## config.mk

```make
export PLATFORM = sky130hd
export DESIGN_NAME = utf8_codepoint_decoder_unit
export DESIGN_NICKNAME = d
export VERILOG_FILES = /design/src/sv/utf8d_pkg.sv /design/src/sv/utf8d_step.sv /design/src/sv/utf8d_out_stage.sv /design/src/sv/utf8_codepoint_decoder_unit.sv
export SDC_FILE = /design/constraint.sdc
export NUM_CORES = 1
export LEC_CHECK = 0
export BUFFER_PORTS_ARGS = -buffer_cell sky130_fd_sc_hd__buf_2
export CAP_MARGIN = 40
export CORE_ASPECT_RATIO = 1.1
export CORE_MARGIN = 3
export CORE_UTILIZATION = 51
export CTS_BUF_LIST = sky130_fd_sc_hd__clkbuf_4 sky130_fd_sc_hd__clkbuf_8 sky130_fd_sc_hd__clkbuf_16
export DETAILED_ROUTE_END_ITERATION = 10
export GPL_TIMING_DRIVEN = 0
export HOLD_SLACK_MARGIN = 0.08
export PLACE_DENSITY = 0.78
export SLEW_MARGIN = 20
export SYNTH_ARGS = -nofsm -noshare
export SYNTH_HDL_FRONTEND = slang
export SYNTH_SLANG_ARGS = --single-unit
```

## constraint.sdc

```tcl
create_clock -name aclk -period 3.37 [get_ports aclk]
set_clock_uncertainty 0.05 [all_clocks]
set_input_delay 0.674 -clock aclk [delete_from_list [all_inputs] [get_ports aclk]]
set_output_delay 0.674 -clock aclk [all_outputs]
set_load 0.005 [all_outputs]
```

## src/sv/utf8d_pkg.sv

```systemverilog
// Shared types, constants and helpers for the UTF-8 code point decoder.
// No dependencies; used by every module of the decoder.
package utf8d_pkg;

    localparam int CP_W   = 21;   // code point width
    localparam int BYTE_W = 8;    // input byte width
    localparam int CNT_W  = 3;    // results per byte, 0 to 4
    localparam int LEN_W  = 3;    // sequence length, 0 to 4
    localparam int REM_W  = 2;    // continuation bytes still expected

    localparam logic [CP_W-1:0]   MAX_CP_RESET = 21'h10FFFF;
    localparam logic [BYTE_W-1:0] LEAD_MAX     = 8'hF7;
    localparam logic [BYTE_W-1:0] LEAD4_MIN    = 8'hF0;
    localparam logic [BYTE_W-1:0] LEAD3_MIN    = 8'hE0;
    localparam logic [1:0]        CONT_TAG     = 2'b10;

    // Results of one byte: count words, all errors but the final one,
    // which carries cp (or an error when last_err is set).
    typedef struct packed {
        logic [CNT_W-1:0] count;
        logic [CP_W-1:0]  cp;
        logic             last_err;
    } result_t;

    // Smallest value that is not overlong for a sequence of this length
    function automatic logic [CP_W-1:0] min_value(input logic [LEN_W-1:0] len);
        logic [CP_W-1:0] v;
        case (len)
            3'd2:    v = 21'h000080;
            3'd3:    v = 21'h000800;
            3'd4:    v = 21'h010000;
            default: v = '0;
        endcase
        return v;
    endfunction

endpackage

```

## src/sv/utf8d_step.sv

```systemverilog
// Sequence state registers and the per-byte decode logic.
// Depends on utf8d_pkg.
module utf8d_step (
    input  logic                         aclk,
    input  logic                         aresetn,
    input  logic                         advance,
    input  logic [utf8d_pkg::BYTE_W-1:0] byte_in,
    input  logic [utf8d_pkg::CP_W-1:0]   max_cp,
    output utf8d_pkg::result_t           res
);

    logic [utf8d_pkg::CP_W-1:0]  bits_reg, bits_next;
    logic [utf8d_pkg::REM_W-1:0] rem_reg, rem_next;
    logic [utf8d_pkg::LEN_W-1:0] len_reg, len_next;

    // Decode one byte against the open sequence
    always_comb begin
        logic                        lead_ascii;
        logic                        lead_bad;
        logic                        is_cont;
        logic [utf8d_pkg::LEN_W-1:0] lead_len;
        logic [utf8d_pkg::CP_W-1:0]  lead_bits;
        logic [utf8d_pkg::CP_W-1:0]  cont_bits;
        logic [utf8d_pkg::REM_W-1:0] consumed;
        logic [utf8d_pkg::REM_W-1:0] rem_dec;
        logic [utf8d_pkg::CNT_W-1:0] err_cnt;

        is_cont    = (byte_in[7:6] == utf8d_pkg::CONT_TAG);
        lead_ascii = !byte_in[7];
        lead_bad   = (byte_in > utf8d_pkg::LEAD_MAX) || is_cont;
        if (byte_in >= utf8d_pkg::LEAD4_MIN) begin
            lead_len = 3'd4;
        end else if (byte_in >= utf8d_pkg::LEAD3_MIN) begin
            lead_len = 3'd3;
        end else begin
            lead_len = 3'd2;
        end
        case (lead_len)
            3'd4:    lead_bits = {18'd0, byte_in[2:0]};
            3'd3:    lead_bits = {17'd0, byte_in[3:0]};
            default: lead_bits = {16'd0, byte_in[4:0]};
        endcase
        cont_bits = {bits_reg[utf8d_pkg::CP_W-7:0], byte_in[5:0]};
        consumed  = len_reg[1:0] - 2'd1 - rem_reg;
        rem_dec   = rem_reg - 2'd1;
        err_cnt   = 3'd1 + {1'b0, consumed};

        bits_next    = bits_reg;
        rem_next     = rem_reg;
        len_next     = len_reg;
        res.count    = '0;
        res.cp       = '0;
        res.last_err = 1'b1;

        if (rem_reg == '0) begin
            // No sequence open: take the byte as a lead
            if (lead_ascii) begin
                res.count    = 3'd1;
                res.cp       = {13'd0, byte_in};
                res.last_err = 1'b0;
            end else if (lead_bad) begin
                res.count = 3'd1;
            end else begin
                bits_next = lead_bits;
                len_next  = lead_len;
                rem_next  = lead_len[1:0] - 2'd1;
            end
        end else if (!is_cont) begin
            // Abort: error for the lead and each consumed byte, then relead
            bits_next = '0;
            rem_next  = '0;
            len_next  = '0;
            if (lead_ascii) begin
                res.count    = err_cnt + 3'd1;
                res.cp       = {13'd0, byte_in};
                res.last_err = 1'b0;
            end else if (lead_bad) begin
                res.count = err_cnt + 3'd1;
            end else begin
                res.count = err_cnt;
                bits_next = lead_bits;
                len_next  = lead_len;
                rem_next  = lead_len[1:0] - 2'd1;
            end
        end else if (rem_dec != '0) begin
            // Gather six more value bits
            bits_next = cont_bits;
            rem_next  = rem_dec;
        end else begin
            // Close the sequence and check overlong form and range
            bits_next = '0;
            rem_next  = '0;
            len_next  = '0;
            if (cont_bits < utf8d_pkg::min_value(len_reg) || cont_bits > max_cp) begin
                res.count = len_reg;
            end else begin
                res.count    = 3'd1;
                res.cp       = cont_bits;
                res.last_err = 1'b0;
            end
        end
    end

    // Advance the sequence state when the byte moves on
    always_ff @(posedge aclk) begin
        if (!aresetn) begin
            bits_reg <= '0;
            rem_reg  <= '0;
            len_reg  <= '0;
        end else if (advance) begin
            bits_reg <= bits_next;
            rem_reg  <= rem_next;
            len_reg  <= len_next;
        end
    end

endmodule

```

## src/sv/utf8d_out_stage.sv

```systemverilog
// Result register: holds a byte's results, hands out one word a cycle while m_tready.
// Depends on utf8d_pkg.
module utf8d_out_stage (
    input  logic                       aclk,
    input  logic                       aresetn,
    input  logic                       load,
    input  utf8d_pkg::result_t         res,
    output logic                       free,
    output logic                       m_tvalid,
    input  logic                       m_tready,
    output logic [23:0]                m_tdata,
    output logic                       m_tuser,
    output logic                       m_tlast
);

    logic [utf8d_pkg::CNT_W-1:0] cnt_reg, cnt_next;
    logic [utf8d_pkg::CP_W-1:0]  cp_reg;
    logic                        err_reg;
    logic                        final_word;

    assign final_word = (cnt_reg == 3'd1);
    assign m_tvalid   = (cnt_reg != '0);
    assign free       = (cnt_reg == '0) || (m_tready && final_word);

    // Leading words are errors; the final word carries the stored result
    assign m_tdata = {3'd0, final_word ? cp_reg : {utf8d_pkg::CP_W{1'b0}}};
    assign m_tuser = final_word ? err_reg : 1'b1;
    assign m_tlast = final_word;

    // Load a new byte's results or count down on each word taken
    always_comb begin
        cnt_next = cnt_reg;
        if (load) begin
            cnt_next = res.count;
        end else if (m_tvalid && m_tready) begin
            cnt_next = cnt_reg - 3'd1;
        end
    end

    always_ff @(posedge aclk) begin
        if (!aresetn) begin
            cnt_reg <= '0;
        end else begin
            cnt_reg <= cnt_next;
        end
    end

    // Hold the payload of the final word
    always_ff @(posedge aclk) begin
        if (load) begin
            cp_reg  <= res.cp;
            err_reg <= res.last_err;
        end
    end

endmodule

```

## src/sv/utf8_codepoint_decoder_unit.sv

```systemverilog
// Top level of the UTF-8 code point decoder: input register, config register, glue.
// Depends on utf8d_pkg, utf8d_step and utf8d_out_stage.
//
//  channel | dir | handshake            | payload
//  s_      | in  | s_tvalid / s_tready  | s_tdata[7:0] byte_in
//  m_      | out | m_tvalid / m_tready  | m_tdata[20:0] code_point, m_tuser is_error,
//          |     |                      | m_tlast last
//  cfg_    | in  | cfg_valid/cfg_ready  | cfg_data[20:0] max_codepoint
//
// One byte a cycle unless the result register holds it back: a byte waits in the
// input register, is decoded and lands in the result register. A byte with results
// holds the decoder while they are handed out; bytes with none pass freely.
// Reset (aresetn, synchronous) closes any open sequence and sets max_codepoint to
// 0x10FFFF. A stall on m_ backs up into s_tready through the input register.
module utf8_codepoint_decoder_unit (
    input  logic        aclk,
    input  logic        aresetn,
    input  logic        s_tvalid,
    output logic        s_tready,
    input  logic [7:0]  s_tdata,     // [7:0] byte_in
    output logic        m_tvalid,
    input  logic        m_tready,
    output logic [23:0] m_tdata,     // [20:0] code_point, [23:21] zero
    output logic        m_tuser,     // [0] is_error
    output logic        m_tlast,
    input  logic        cfg_valid,
    output logic        cfg_ready,
    input  logic [20:0] cfg_data     // [20:0] max_codepoint
);

    logic                         in_valid_reg;
    logic [utf8d_pkg::BYTE_W-1:0] in_byte_reg;
    logic [utf8d_pkg::CP_W-1:0]   max_cp_reg;
    logic                         advance;
    logic                         out_free;
    utf8d_pkg::result_t           res;

    assign cfg_ready = 1'b1;

    // Hold the largest accepted code point
    always_ff @(posedge aclk) begin
        if (!aresetn) begin
            max_cp_reg <= utf8d_pkg::MAX_CP_RESET;
        end else if (cfg_valid && cfg_ready) begin
            max_cp_reg <= cfg_data;
        end
    end

    // Move the byte on when its results fit or it has none
    assign advance  = in_valid_reg && ((res.count == '0) || out_free);
    assign s_tready = !in_valid_reg || advance;

    always_ff @(posedge aclk) begin
        if (!aresetn) begin
            in_valid_reg <= 1'b0;
        end else if (s_tready) begin
            in_valid_reg <= s_tvalid;
        end
    end

    always_ff @(posedge aclk) begin
        if (s_tvalid && s_tready) begin
            in_byte_reg <= s_tdata;
        end
    end

    utf8d_step u_step (
        .aclk    (aclk),
        .aresetn (aresetn),
        .advance (advance),
        .byte_in (in_byte_reg),
        .max_cp  (max_cp_reg),
        .res     (res)
    );

    utf8d_out_stage u_out (
        .aclk     (aclk),
        .aresetn  (aresetn),
        .load     (advance && (res.count != '0)),
        .res      (res),
        .free     (out_free),
        .m_tvalid (m_tvalid),
        .m_tready (m_tready),
        .m_tdata  (m_tdata),
        .m_tuser  (m_tuser),
        .m_tlast  (m_tlast)
    );

    // Only the final word of a byte can carry a code point
    a_lead_words_err: assert property (@(posedge aclk) disable iff (!aresetn)
        (m_tvalid && !m_tlast) |-> m_tuser)
        else $error("non-final result word is not an error");

    // Error words carry a zero code point
    a_err_zero_cp: assert property (@(posedge aclk) disable iff (!aresetn)
        (m_tvalid && m_tuser) |-> (m_tdata[20:0] == 21'd0))
        else $error("error word with non-zero code point");

    // A byte held back in the input register is kept
    a_in_hold: assert property (@(posedge aclk) disable iff (!aresetn)
        (in_valid_reg && !advance) |=> (in_valid_reg && $stable(in_byte_reg)))
        else $error("stalled input byte lost or changed");

endmodule
```

Yosys cells after proc, flatten, opt, wreduce, memory -nomap -nowiden
Cells that the tools add are included.
{ "word_totals": {"out_inout_bits": 29, "ff_bits": 75} }
{ "op_classes": {"magnitude_cmp": 5, "n_eq_ne": 10, "n_mux": 42, "reduce_logical": 20, "n_addsub": 7} }
{ "ops": {"columns": ["op", "count"], "rows": [
  ["2-to-1 mux 21 bit", 4],
  ["2-to-1 mux 15 bit", 5],
  ["2-to-1 mux 25 bit", 3],
  ["case mux 17 bit (3 select lines)", 1],
  ["2-to-1 mux 3 bit", 14],
  ["2-to-1 mux 22 bit", 1],
  ["> comparator 21 bit", 1],
  ["less-than comparator 21 bit", 1],
  [">= comparator 8 bit (second input constant)", 2],
  ["2-to-1 mux 2 bit", 7],
  ["2-to-1 mux 5 bit", 2],
  ["case mux 5 bit (2 select lines)", 1],
  ["== test 3 x 2 -> 1 bit (second input constant)", 3],
  ["> comparator 8 bit (second input constant)", 1],
  ["2-to-1 mux 8 bit", 1],
  ["== test 3 bit (second input constant)", 2],
  ["logical NOT 3 bit", 2],
  ["nonzero test 3 bit", 2],
  ["subtractor 2 x 1 -> 2 bit (second input constant)", 3],
  ["logical AND 1 bit", 5],
  ["logical OR 1 bit", 5],
  ["inequality test 2 bit (second input constant)", 2],
  ["AND reduction 4 bit", 1],
  ["nonzero test 2 bit", 2],
  ["other kinds (11)", 13]
]} }

Longest topological paths before layout
Gate-level depths: netlist (run 1).
{ "logic_depth": {"depth_word": 16, "mapped_depth": 14, "depth_no_buf": 13} }

Hierarchy
From an unflattened synthesis (run 1), not the netlist that was laid out.
{ "hier_totals": {"cells_unflattened": 417, "hier_area_um2": 4083.9} }
{ "by_module_without_submodules": {"columns": ["mod", "n_inst", "area_each_um2", "seq_area_each_um2", "cells_each"], "rows": [
  ["utf8d_step", 1, 1914.3, 400.4, 251],
  ["utf8_codepoint_decoder_unit", 1, 1102.3, 680.7, 89],
  ["utf8d_out_stage", 1, 1067.3, 720.7, 77]
]} }

Least setup slack after synthesis (run 1)
No wires, ideal clock.
{ "synth_path": {"kind": "flip-flop to flip-flop", "startpoint": "reg u_step.rem_reg[0] (netlist bit)", "endpoint": "reg u_out.cp_reg[0] (netlist bit) (enable)", "path_slack_ps": -116, "path_stages_with_launch": 12, "arrival_ps": 3033, "cell_sequence": "dfxtp_1 -> inv_1 -> ha_1 -> xor2_1 -> xnor2_1 -> ha_1 -> xor2_1 -> and3_1 -> o21ai_0 -> a32oi_1 -> o211ai_2 -> nor2b_1"} }
{ "synth_between": {"elab_chain_cells": 11} }
{ "synth_rtl": {"columns": ["item", "line_no", "rtl"], "rows": [
  ["start, declared", "utf8d_step.sv:13", "logic [utf8d_pkg::REM_W-1:0] rem_reg, rem_next;"],
  ["start signal, assigned", "utf8d_step.sv:112", "rem_reg <= rem_next;"],
  ["subtractor 2 bit", "utf8d_step.sv:44", "consumed = len_reg[1:0] - 2'd1 - rem_reg;"],
  ["adder 1 x 2 -> 3 bit", "utf8d_step.sv:46", "err_cnt = 3'd1 + {1'b0, consumed};"],
  ["adder 3 x 1 -> 3 bit", "utf8d_step.sv:74, utf8d_step.sv:78", null],
  ["2-to-1 mux 3 bit", "utf8d_step.sv:77", "end else if (lead_bad) begin"],
  ["2-to-1 mux 3 bit", "utf8d_step.sv:73", "if (lead_ascii) begin"],
  ["2-to-1 mux 25 bit", "utf8d_step.sv:68", "end else if (!is_cont) begin"],
  ["2-to-1 mux 25 bit (*)", "utf8d_step.sv:55", "if (rem_reg == '0) begin"],
  ["logical NOT 3 bit", "utf8_codepoint_decoder_unit.sv:50", "assign advance = in_valid_reg && ((res.count == '0) || out_free);"],
  ["logical OR 1 bit", "utf8_codepoint_decoder_unit.sv:50", null],
  ["logical AND 1 bit", "utf8_codepoint_decoder_unit.sv:50", null],
  ["logical AND 1 bit (*)", "utf8_codepoint_decoder_unit.sv:79", ".load (advance && (res.count != '0)),"],
  ["named net u_out.load", "utf8d_out_stage.sv:6", "input logic load,"],
  ["end signal, assigned", "utf8d_out_stage.sv:51", "cp_reg <= res.cp;"],
  ["end, declared", "utf8d_out_stage.sv:17", "logic [utf8d_pkg::CP_W-1:0] cp_reg;"]
]} }
The timed path passes the listed nets; every way through them passes the cells marked *.
A chain may end at the register's enable or synchronous reset.

Final worst setup path (run 1)
{ "layout_path": {"startpoint": "reg u_step.rem_reg[0] (netlist bit)", "endpoint": "out s_tready"} }
{ "layout_between": {"elab_chain_cells": 11} }
{ "layout_rtl": {"columns": ["item", "line_no", "rtl"], "rows": [
  ["subtractor 2 bit", "utf8d_step.sv:44", null],
  ["adder 1 x 2 -> 3 bit", "utf8d_step.sv:46", null],
  ["adder 3 x 1 -> 3 bit", "utf8d_step.sv:74, utf8d_step.sv:78", null],
  ["2-to-1 mux 3 bit", "utf8d_step.sv:77", null],
  ["2-to-1 mux 3 bit", "utf8d_step.sv:73", null],
  ["2-to-1 mux 25 bit", "utf8d_step.sv:68", null],
  ["2-to-1 mux 25 bit (*)", "utf8d_step.sv:55", null],
  ["logical NOT 3 bit (*)", "utf8_codepoint_decoder_unit.sv:50", null],
  ["logical OR 1 bit (*)", "utf8_codepoint_decoder_unit.sv:50", null],
  ["logical AND 1 bit (*)", "utf8_codepoint_decoder_unit.sv:50", null],
  ["logical OR 1 bit (*)", "utf8_codepoint_decoder_unit.sv:51", "assign s_tready = !in_valid_reg || advance;"],
  ["end, declared", "utf8_codepoint_decoder_unit.sv:19", "output logic s_tready,"]
]} }
Mark *: on every way between the ends. The rest lies on a longest branch, timed or not.

==> results.yml, run 1 <==
cells_and_area:
  syn_to_final_growth_pct: 23.5
  final_area_um2: 4980
  layout.nets: 570
  fin_cells: 614
  antenna_cells: 0
  n_fill_cell: 626
  drive_gt1_frac: 0.277
critical_path:
  rrSetupSlack_ns: 0.23
  cp_slowest_cell: "dfxtp_4"
  critPathMaxFanout: 3
  crit_family: "adder cells"
  critPathLaunch: "u_step.rem_reg[0]$_SDFFE_PN0P_"
  crit_end: "s_tready"
  worstRegToRegCells: 12
  cpPeakStageDelay_ns: 0.37
  crit_chain: "inv_4, ha_4, xor2_2, xnor2_2, ha_1, xor2_1, and3_1, o21ai_2, a32oi_2, o211ai_2, nand2_2, nor2_4, inv_1, buf_2"
  worstPathRequired_ns: 2.65
  critPathLaunchType: "flop"
  critPathBufInv: 3
  reg2reg_from: "max_cp_reg[12]$_SDFFE_PN1P_"
  r2r-end: "u_out.cp_reg[11]$_SDFFCE_PP0P_"
  critical_path_arrival_ns: 2.71
  critical_path_class: "reg2out"
  cp-end-kind: "output port"
  critical_path_depth: 14
grt:
  grt_max_degree: 19
  grt_pass1_wl_um: 14900
  grt_overflow: 0
  grt_usage: 0.205
  antenna_found_initial: 0
  grt_pass1_vias: 3194
detailed_routing:
  drc_errors: 0
  ant_nets: 0
  dr_total_vias: 3302
  wirelength_um: 9280
  drt_first_pass_iters: 5
  post_drt_wl_per_cell_um: 15.1
  first_iter_violations: 257
  via_per_inst: 5.38
yosys:
  synth_top_area_frac: 0.223
  synth.distinct_cells: 55
  yosysSeqAreaShare: 0.447
  yosysMostFrequentCell: "nand2_1"
  synth_area_per_cell_um2: 9.70
  yosys_warnings: 0
  synth_edf_count: 30
  postSynth.asyncResetShare: 0
  synth_area_leader_cell: "dfxtp_1"
  synth-main-ff-cell: "dfxtp_1"
  yosys-top-cells-count: "nand2_1, dfxtp_1, and2_1"
  synth-seq-cells: 75
  synth_area_leaders: "dfxtp_1, edfxtp_1, ha_1, and2_1, nand2_1"
  syn_area_um2: 4030
  synthCells: 416
timing:
  maxSlewHeadroom: 0.534
  max_freq_mhz: 291
  finalSetupViolations: 1
  worst_slew_pin_slew_ns: 0.696
  fin_crit_ns: 3.44
  setup_slack_ns: -0.0689
  drv_slew: 0
  period_share: 1.02
  setup-tns-final_ns: -0.0689
  hold_viol_final: 0
  rsz0062_at_grt: "true"
  worst_hold_slack_ns: 0.436
placed_design:
  dpl.hpwl_um: 6730
  dp_cells: 581
  globalplace.congestion: 0.903
  placed_cell_area_um2: 4470
  pre_cts_ws_ns: -0.0876
  io_buffer_count: 56
die:
  die_h_um: 99.3
  ios: 63
  die-area_um2: 9010
  rows: 33
  start_util: 0.534
  chipWidth_um: 90.8
  core_area_um2: 7560
pwr:
  peakVddDrop_uv: 316
  switching_share: 0.307
  power_density_nw_per_um2: 483
  internal_power_mw: 1.67
  switchingPower_uw: 738
  seqPwrFrac: 0.450
  p_leak_nw: 2.21
  p_clk_frac: 0.284
  pwr-share-comb: 0.266
cts:
  cts_max_path_buffers: 2
  cts.reportedPaths.clkPinSlew_ns: 0.08
  cts_tree: "yes"
  clock_latency_ns: 0.34
  cts_root_buffer: "clkbuf_8"
  clock-sinks: 75
  numCtsBuffers: 9
  h-tree-depth: 3
worst_hold_path:
  hold_class: "reg2reg"
status:
  violations: "setup timing"
  status: "complete, but fails checks"
flow_run:
  maxCapViolations: 0
-- power groups by stage --
stage	logic, mW	registers, mW	clock network [mW]
6_report	0.639	1.08	0.684
5_1_grt	0.711	1.09	0.735
4_1_cts	0.611	1.08	0.689
3_5_place_dp	0.576	1.11	0
3_3_place_gp	0.547	1.11	0
2_1_floorplan	0.393	1.09	0
-- routing by layer --
metal / routed length (um) / track usage / vias to the layer above
li1: - / - / 1650
met1: 4040 / 0.260 / 1518
met2: 4470 / 0.345 / 114
met3: 532 / 0.0363 / 20
met4: 236 / 0.0893 / 0
met5: 0 / 0 / -
-- tightest hold or removal path, cell delays in order (launching register included) --
cell	delay, ns
dfxtp_1	0.30
inv_1	0.06
o211ai_1	0.07
-- worst min path at each step --
stage                              startpoint                        endpoint  slack (ns)  cells after the start
2_1_floorplan      max_cp_reg[0]$_SDFFE_PN1P_      max_cp_reg[0]$_SDFFE_PN1P_        0.40                      2
3_3_place_gp       max_cp_reg[9]$_SDFFE_PN1P_      max_cp_reg[9]$_SDFFE_PN1P_        0.43                      2
3_5_place_dp   u_step.rem_reg[1]$_SDFFE_PN0P_  u_step.rem_reg[1]$_SDFFE_PN0P_        0.43                      2
4_1_cts        u_step.rem_reg[1]$_SDFFE_PN0P_  u_step.rem_reg[1]$_SDFFE_PN0P_        0.44                      2
5_1_grt                            s_tdata[2]        in_byte_reg[2]$_DFFE_PP_        0.45                      1
6_report           max_cp_reg[4]$_SDFFE_PN1P_      max_cp_reg[4]$_SDFFE_PN1P_        0.44                      2
-- cells in the final DEF, fill, tap and decap left out, types with 4 or more instances in the layout --
cell type / synthesis / layout
nand2_1: 49 / 48
and2_1: 40 / 40
nor2b_1: 10 / 9
and4_1: 4 / 4
o211ai_1: 20 / 20
inv_1: 31 / 29
dfxtp_1: 45 / 36
a21oi_1: 13 / 13
clkbuf_1: 14 / 13
ha_1: 32 / 29
dfxtp_2: 0 / 6
edfxtp_1: 30 / 30
buf_4: 6 / 22
o21a_1: 5 / 5
conb_1: 2 / 4
mux2i_1: 7 / 7
nor2_1: 19 / 17
clkbuf_8: 0 / 9
a22o_1: 10 / 10
nor3_1: 5 / 5
nand4_1: 4 / 4
nand3_1: 6 / 5
buf_2: 0 / 57
o21ai_0: 10 / 9
-- stage by stage --
step | util | total power, mW
after floorplan | - | 1.48
after global placement | 0.590 | 1.65
after detailed placement | 0.592 | 1.68
after CTS | 0.637 | 2.38
after global routing | 0.659 | 2.54
final | 0.659 | 2.40
-- repair_timing --
action | CTS | global route
hold buffers | 0 | 0
gates resized for setup | 24 | 21
endpoints found under the setup margin | 9 | 11
hold endpoints to repair | 0 | 0
buffers inserted | 10 | 7
pin swaps | 9 | 14
-- kinds of logic (layout without fill, tap and decap cells) --
| family | Yosys count | in the layout | synth area share |
|---|---|---|---|
| compound gates | 90 | 90 | 0.171 |
| xor+xnor | 6 | 6 | 0.0130 |
| fa+ha+maj | 32 | 32 | 0.0993 |
| buf+inv | 52 | 143 | 0.0558 |
| flops | 75 | 75 | 0.447 |
| mux | 7 | 7 | 0.0174 |
| other cells | 2 | 4 | 0.00186 |
| simple gates | 152 | 152 | 0.195 |
-- final cells by class --
cell class,count,area (um^2),area share
clock buffer,10,131,0.0264
sequential,75,1820,0.365
timing repair buffer,75,424,0.0851
clock inverter,6,65.1,0.0131
inverter,31,119,0.0239
tap,105,131,0.0264
multi-input combinational,291,2180,0.437
buffer,21,114,0.0229
Power figures use the tool's default switching activity.
==> run 2, diff against run 1 <==
--- a/config.mk
+++ b/config.mk
@@ -10,7 +10,6 @@
 export CORE_ASPECT_RATIO = 1.1
 export CORE_MARGIN = 3
 export CORE_UTILIZATION = 51
-export CTS_BUF_LIST = sky130_fd_sc_hd__clkbuf_4 sky130_fd_sc_hd__clkbuf_8 sky130_fd_sc_hd__clkbuf_16
 export DETAILED_ROUTE_END_ITERATION = 10
 export GPL_TIMING_DRIVEN = 0
 export HOLD_SLACK_MARGIN = 0.08
==> results.yml, run 2 (synthesized netlist as in run 1, its figures left out) <==
grt:
  grt_pass1_vias: 3194
  grt_max_degree: 19
  grt_overflow: 0
  grt_pass1_wl_um: 14900
  antenna_found_initial: 0
  grt_usage: 0.205
detailed_routing:
  ant_nets: 0
  wirelength_um: 9280
  via_per_inst: 5.39
  dr_total_vias: 3307
  drc_errors: 0
  first_iter_violations: 257
  drt_first_pass_iters: 4
  post_drt_wl_per_cell_um: 15.1
timing:
  worst_slew_pin_slew_ns: 0.690
  rsz0062_at_grt: "true"
  finalSetupViolations: 1
  drv_slew: 0
  fin_crit_ns: 3.44
  period_share: 1.02
  max_freq_mhz: 291
  maxSlewHeadroom: 0.539
  hold_viol_final: 0
  worst_hold_slack_ns: 0.436
  setup_slack_ns: -0.0689
pwr:
  p_leak_nw: 2.21
  power_mw: 2.40
  power_density_nw_per_um2: 481
  peakVddDrop_uv: 316
die:
  die_h_um: 99.3
  core_area_um2: 7560
  rows: 33
  chipWidth_um: 90.8
  ios: 63
  start_util: 0.534
  die-area_um2: 9010
status:
  violations: "setup timing"
  status: "complete, but fails checks"
cells_and_area:
  drive_gt1_frac: 0.275
  layout.nets: 570
  final_cell_mix: "buf_2, nand2_1, and2_1"
  fin_cells: 614
  final_area_um2: 4980
  syn_to_final_growth_pct: 23.4
  antenna_cells: 0
  layout_commonest_cell: "buf_2"
critical_path:
  crit_chain: "inv_4, ha_4, xor2_2, xnor2_2, ha_1, xor2_1, and3_1, o21ai_2, a32oi_2, o211ai_2, nand2_2, nor2_4, inv_1, buf_2"
  cp_slowest_cell: "dfxtp_4"
  critical_path_arrival_ns: 2.71
  worstPathRequired_ns: 2.65
  crit_family: "adder cells"
  critPathLaunchType: "flop"
  critical_path_class: "reg2out"
  critPathMaxFanout: 3
  cpPeakStageDelay_ns: 0.37
  cp-end-kind: "output port"
  critPathBufInv: 3
cts:
  numCtsBuffers: 9
  clock-sinks: 75
  h-tree-depth: 3
  cts_tree: "yes"
  cts_hold_buf: 0
  cts.reportedPaths.clkPinSlew_ns: 0.08
  cts_root_buffer: "clkbuf_8"
  cts_max_path_buffers: 2
  clock_latency_ns: 0.34
placed_design:
  dpl.hpwl_um: 6730
  globalplace.congestion: 0.903
  dp_cells: 581
  pre_cts_ws_ns: -0.0876
  placed_cell_area_um2: 4470
  io_buffer_count: 56
flow_run:
  maxCapViolations: 0
worst_hold_path:
  hold_class: "reg2reg"
run 2: cell count changes in the layout (fill, tap and decap cells not counted):
cell | previous run | this run
clkbuf_1 | 13 | 14
clkbuf_4 | 1 | 0
run 2: final cells by class:
class                           count  area, um^2
Multi-Input combinational cell    291        2180
Buffer                             21         114
Sequential cell                    75        1820
Clock buffer                       10         128
Timing Repair Buffer               75         424
Clock inverter                      6        65.1
Fill cell                         626        2580
Tap cell                          105         131
Inverter                           31         119
run 2: final timing paths:
kind | startpoint | slack [ns] | to | depth (start not counted)
setup / recovery | u_step.rem_reg[0]$_SDFFE_PN0P_ | -0.07 | s_tready | 14
hold / removal | max_cp_reg[4]$_SDFFE_PN1P_ | 0.44 | max_cp_reg[4]$_SDFFE_PN1P_ | 2
setup reg to reg | max_cp_reg[12]$_SDFFE_PN1P_ | 0.24 | u_out.cp_reg[11]$_SDFFCE_PP0P_ | 12
hold reg to reg | max_cp_reg[4]$_SDFFE_PN1P_ | 0.44 | max_cp_reg[4]$_SDFFE_PN1P_ | 2
run 2: routing by layer:
metal,global-route usage,up-vias,share of wire
met5,0,-,0
met4,0.0893,0,0.025
met3,0.0363,20,0.059
met2,0.345,118,0.48
met1,0.260,1519,0.43
li1,-,1650,-
run 2: repair_timing:
action | in CTS | in global routing
setup buffers | 10 | 7
pin swaps | 9 | 14
endpoints found under the setup margin | 9 | 11
hold endpoints to repair | 0 | 0
resized for setup | 24 | 21
run 2: report_power, final:
part	switching, mW	total [mW]	internal [mW]
Clock	0.332	0.676	0.344
Sequential	0.0449	1.08	1.04
Combinational	0.361	0.639	0.278
run 2: tightest hold or removal path, cell delays in order, from the launching register on:
cell and delay (ns):
dfxtp_1 0.30, inv_1 0.06, o211ai_1 0.07
run 2: stage by stage:
stage	TNS [ns]	utilization
finish	-0.0689	0.659
global route	-0.200	0.659
CTS	-0.0563	0.636
detailed placement	-0.373	0.592
global placement	-8.01	0.590
floorplan	0	-
